`src/hdl/assert_macros.svh`:
```
// assertion helpers for the rtl
`ifndef ASSERT_MACROS_SVH
`define ASSERT_MACROS_SVH

// same-cycle implication
`define ASSERT_IMPLIES(label, ck, rn, ante, cons, msg) \
    label: assert property (@(posedge ck) disable iff (!rn) (ante) |-> (cons)) \
        else $error(msg);

// next-cycle implication
`define ASSERT_NEXT(label, ck, rn, ante, cons, msg) \
    label: assert property (@(posedge ck) disable iff (!rn) (ante) |=> (cons)) \
        else $error(msg);

`endif

```
`src/hdl/met_pkg.sv`:
```
package met_pkg;

    localparam int DATA_W     = 32;
    localparam int FRAC_BITS  = 28;
    localparam int IMAGE_SIZE = 1024;
    localparam int PIX_W      = $clog2(IMAGE_SIZE);
    localparam int PIXC_W     = PIX_W + 1;
    localparam int STEP_W     = 29;
    localparam int LIMIT_W    = 16;
    localparam int NUM_CELLS  = 2;

    localparam int SQ_W    = 2 * DATA_W - FRAC_BITS - 1;
    localparam int SQS_W   = SQ_W + 1;
    localparam int XY_W    = 2 * DATA_W - FRAC_BITS + 1;
    localparam int SUM_W   = XY_W + 1;
    localparam int PROD_W  = STEP_W + PIX_W;
    localparam int CSUM_W  = PROD_W + 2;

    localparam int ADDR_W    = 4;
    localparam int REG_IDX_W = 2;
    localparam int PDATA_W   = 32;

    localparam logic [SQS_W-1:0] FOUR_Q = SQS_W'(64'd4 << FRAC_BITS);
    localparam logic signed [CSUM_W-1:0] TWO_C = CSUM_W'(64'sd2 <<< FRAC_BITS);
    localparam logic signed [CSUM_W-1:0] NEG_TWO_C = -TWO_C;

    localparam logic [STEP_W-1:0] STEP_RESET = STEP_W'(976129);
    localparam logic signed [DATA_W-1:0] ORIGIN_RE_RESET = 32'hE000_0000;
    localparam logic signed [DATA_W-1:0] ORIGIN_IM_RESET = 32'hEB33_3333;
    localparam logic [LIMIT_W-1:0] LIMIT_RESET = LIMIT_W'(100);

    typedef enum logic [1:0] {
        ST_SKIPPED = 2'd0,
        ST_ESCAPED = 2'd1,
        ST_INSIDE  = 2'd2
    } point_status_t;

    typedef enum logic [REG_IDX_W-1:0] {
        REG_STEP_SIZE  = 2'd0,
        REG_ORIGIN_RE  = 2'd1,
        REG_ORIGIN_IM  = 2'd2,
        REG_ITER_LIMIT = 2'd3
    } cfg_reg_t;

    typedef struct packed {
        logic [STEP_W-1:0]         step;
        logic signed [DATA_W-1:0]  origin_re;
        logic signed [DATA_W-1:0]  origin_im;
        logic [LIMIT_W-1:0]        limit;
    } cfg_t;

    // status, count, squares and doubled cross product of the current z, as handed between cells
    typedef struct packed {
        logic                     done;
        point_status_t            status;
        logic [LIMIT_W-1:0]       count;
        logic [SQ_W-1:0]          sx;
        logic [SQ_W-1:0]          sy;
        logic signed [XY_W-1:0]   pxy;
    } iter_data_t;

    typedef struct packed {
        logic       valid;
        iter_data_t data;
    } ring_pkt_t;

    typedef struct packed {
        logic                      done;
        point_status_t             status;
        logic [LIMIT_W-1:0]        count;
        logic signed [DATA_W-1:0]  zx;
        logic signed [DATA_W-1:0]  zy;
    } z_data_t;

    function automatic logic signed [DATA_W-1:0] sat_z(input logic signed [SUM_W-1:0] v);
        logic signed [DATA_W-1:0] r;
        if (!v[SUM_W-1] && (|v[SUM_W-2:DATA_W-1]))
            r = {1'b0, {(DATA_W-1){1'b1}}};
        else if (v[SUM_W-1] && !(&v[SUM_W-2:DATA_W-1]))
            r = {1'b1, {(DATA_W-1){1'b0}}};
        else
            r = v[DATA_W-1:0];
        return r;
    endfunction

endpackage

```
`src/hdl/met_cfg.sv`:
```
module met_cfg
    import met_pkg::*;
(
    input  logic               clk,
    input  logic               rst_n,
    input  logic               psel,
    input  logic               penable,
    input  logic               pwrite,
    input  logic [ADDR_W-1:0]  paddr,
    input  logic [PDATA_W-1:0] pwdata,
    output logic [PDATA_W-1:0] prdata,
    output logic               pready,
    output cfg_t               cfg
);

    cfg_t     cfg_reg;
    logic     wr_en;
    cfg_reg_t idx;

    assign pready = 1'b1;
    assign wr_en  = psel && penable && pwrite && pready;
    assign idx    = cfg_reg_t'(paddr[ADDR_W-1:2]);
    assign cfg    = cfg_reg;

    always_ff @(posedge clk or negedge rst_n)
    begin
        if (!rst_n)
        begin
            cfg_reg.step      <= STEP_RESET;
            cfg_reg.origin_re <= ORIGIN_RE_RESET;
            cfg_reg.origin_im <= ORIGIN_IM_RESET;
            cfg_reg.limit     <= LIMIT_RESET;
        end
        else if (wr_en)
        begin
            case (idx)
                REG_STEP_SIZE:  cfg_reg.step      <= pwdata[STEP_W-1:0];
                REG_ORIGIN_RE:  cfg_reg.origin_re <= pwdata[DATA_W-1:0];
                REG_ORIGIN_IM:  cfg_reg.origin_im <= pwdata[DATA_W-1:0];
                REG_ITER_LIMIT: cfg_reg.limit     <= pwdata[LIMIT_W-1:0];
                default:        cfg_reg           <= cfg_reg;
            endcase
        end
    end

    always_comb
    begin
        case (idx)
            REG_STEP_SIZE:  prdata = PDATA_W'(cfg_reg.step);
            REG_ORIGIN_RE:  prdata = cfg_reg.origin_re;
            REG_ORIGIN_IM:  prdata = cfg_reg.origin_im;
            REG_ITER_LIMIT: prdata = PDATA_W'(cfg_reg.limit);
            default:        prdata = '0;
        endcase
    end

endmodule

```
`config.mk`:
```
export PLATFORM = sky130hd
export DESIGN_NAME = met_cfg
export DESIGN_NICKNAME = d
export VERILOG_FILES = /design/src/hdl/assert_macros.svh /design/src/hdl/met_pkg.sv /design/src/hdl/met_cfg.sv
export SDC_FILE = /design/constraint.sdc
export NUM_CORES = 1
export LEC_CHECK = 0
export BUFFER_PORTS_ARGS = -buffer_cell sky130_fd_sc_hd__buf_2
export CORE_ASPECT_RATIO = 0.75
export CORE_MARGIN = 3
export CORE_UTILIZATION = 41
export DETAILED_ROUTE_END_ITERATION = 10
export PLACE_DENSITY_LB_ADDON = 0.1
export SYNTH_ARGS = -nofsm -noshare
export SYNTH_HDL_FRONTEND = slang
export SYNTH_SLANG_ARGS = --single-unit
```
`constraint.sdc`:
```
create_clock -name clk -period 2.72 [get_ports clk]
set_input_delay 0.816 -clock clk [delete_from_list [all_inputs] [get_ports clk]]
set_output_delay 0.816 -clock clk [all_outputs]
set_load 0.005 [all_outputs]
```
==> results.cfg <==
[floorplanning]
die_width_um = 133
num_rows = 34
core_um2 = 11700
io_pins = 183
dieArea_um2 = 13400
start_util = 0.423
chipHeight_um = 101

[cells_and_area]
multi_input_area_um2 = 2030
layout_common_cells = buf_2, mux2_2, dfrtp_1, dfstp_2, mux2_4
final-seq-area_um2 = 2770
finalNetCount = 534
area_growth_pct = 29.6
finish.utilization = 0.549
largest_register_ffs = 109
insertedDiodeCount = 0
mostFrequentLayoutCell = buf_2
n_fill_cell = 1043
drive_gt1_frac = 0.747

[clocking]
clk_pin_slew_worst_paths_ns = 0.07
cts.htree.levels = 3
cts_sinks = 109
clock_latency_ns = 0.34
clock_path_buffers = 2
numCtsBuffers = 9
ctsHoldBuffers = 0
post_cts_resized = 0
cts_tree = yes
cts-root-buf = clkbuf_16
cts_setup_buffers = 0

[pwr]
p_leak_nw = 3.15
swShare = 0.271
clkPwrFrac = 0.263
p_switching_mw = 1.36
comb_power_share = 0.260
power_density_nw_per_um2 = 781
irDropWorstVdd_mv = 0.329
p_int_mw = 3.64
p_seq_frac = 0.477

[global_routing]
grt_pass1_wl_um = 18900
grt_usage = 0.180
grt_max_degree = 49
first_global_vias = 3411
gr-total-overflow = 0
antenna_found_initial = 0

[critical_path]
required_ns = 1.90
endpoint_kind = output pin
cp.arrival_ns = 1.81
path_depth = 7
cp_top_family = buffers and inverters
worst-path-buf-inv = 4
crit_type = primary input to output pin
worstRegToRegCells = 1
startpoint_type = primary input
cp_cell_sequence = buf_2, buf_12, nor2b_1, buf_12, nand2_1, o21ai_0, buf_2
critPathMaxStageDelay_ns = 0.20
worstPathMaxFanout = 16
crit_slowest_cell = nor2b_1

[route]
drt_iter0_drc = 95
postRouteAntennaNets = 0
firstDrtPassIters = 4
vias_per_cell = 5.02
drc = 0
wl_per_cell_um = 18.2
totalWireLength_um = 12000
vias = 3313

[timing]
finalHoldViolations = 0
rsz0062_at_grt = false
fin_crit_ns = 2.63
finalCritPeriodShare = 0.966
max_slew.worst_pin.slew_ns = 0.930
fin_skew_ns = 0
slew_headroom = 0.380
max_freq_mhz = 380
timing.final.max_slew_violations = 0
fin_setup_tns_ns = 0
finalSetupViolCount = 0

[min_path]
hp-class = primary input to async pin

[yosys]
synth_nets = 350
synthCells = 309
syn_area_per_cell_um2 = 16.0
seq_area_frac_synth = 0.561
syn_area_um2 = 4930
ys_seq_elements = 109
ys_types = 23
yosysWarnings = 0

[status]
status = complete, no violations

[job]
drv_cap = 0

[placed_design]
routabilityCongestion = 0.747
hpwl_um = 8720
io_buffers = 179
-- per-layer routing --
metal | global-route usage | part of all wire | wire, um | vias up
li1 | - | - | - | 1485
met1 | 0.249 | 0.46 | 5530 | 1700
met2 | 0.280 | 0.47 | 5590 | 113
met3 | 0.0524 | 0.058 | 694 | 15
met4 | 0.0519 | 0.014 | 167 | 0
met5 | 0 | 0 | 0 | -
-- kinds of logic (layout without fill, tap and decap cells) --
logic type      after synthesis  after routing  synth area share
mux                         138            138             0.371
flops                       109            109             0.561
buf+inv                      24            213            0.0299
simple gates                 21             21            0.0185
compound gates               16             16            0.0185
other cells                   1              1          0.000760
-- through the flow --
stage               setup slack, ns  std cells  total power, mW  area, um2  hold WS, ns
finish                       0.0916        660             5.00       6400        0.415
global route                 0.0312        660             5.28       6400        0.440
global placement             0.0910        644             3.69       6090        0.504
detailed placement           0.0859        644             3.73       6090        0.512
floorplan                     0.151        309             3.01       4930        0.520
CTS                          0.0864        660             5.07       6400        0.421
-- final timing paths --
path                         endpoint  startpoint  slack (ns)
max in group asynchronous     cfg[94]       rst_n        1.50
max reg2reg                   cfg[14]     cfg[14]        1.92
min in group clk              cfg[89]     cfg[89]        0.53
max                        prdata[24]    paddr[2]        0.09
min reg2reg                   cfg[89]     cfg[89]        0.53
min                           cfg[58]       rst_n        0.42
-- cell usage after synthesis --
| cell type | instances | share of area |
|---|---|---|
| a22o_1 | 3 | 0.0053 |
| buf_2 | 10 | 0.010 |
| buf_4 | 4 | 0.0061 |
| buf_6 | 4 | 0.0091 |
| clkbuf_1 | 5 | 0.0038 |
| conb_1 | 1 | 0.00076 |
| dfrtp_1 | 76 | 0.39 |
| dfstp_2 | 33 | 0.18 |
| inv_2 | 1 | 0.00076 |
| mux2_1 | 2 | 0.0046 |
| mux2_2 | 77 | 0.18 |
| mux2_4 | 30 | 0.091 |
| mux2i_1 | 13 | 0.026 |
| mux4_2 | 16 | 0.073 |
| nand2_1 | 13 | 0.0099 |
| nand3_1 | 1 | 0.0010 |
| nand4_1 | 1 | 0.0013 |
| nor2_1 | 2 | 0.0015 |
| nor2b_1 | 1 | 0.0013 |
| nor3_1 | 1 | 0.0010 |
| o21ai_0 | 13 | 0.013 |
| or2_1 | 1 | 0.0013 |
| or3_1 | 1 | 0.0013 |
-- area by class of cell --
cell class | instances | share of cell area
tap | 162 | 0.0317
clock inverter | 6 | 0.00978
sequential | 109 | 0.433
timing repair buffer | 196 | 0.170
clock buffer | 10 | 0.0374
inverter | 1 | 0.000587
multi-input combinational | 176 | 0.317
-- power by group through the flow --
| stage | Sequential [mW] | Combinational [mW] | Clock (mW) |
|---|---|---|---|
| 2_1_floorplan | 2.39 | 0.619 | 0 |
| 3_3_place_gp | 2.39 | 1.30 | 0 |
| 3_5_place_dp | 2.41 | 1.32 | 0 |
| 4_1_cts | 2.39 | 1.33 | 1.36 |
| 5_1_grt | 2.45 | 1.42 | 1.41 |
| 6_report | 2.38 | 1.30 | 1.31 |
Note: power is estimated with default switching activity, not from simulation.
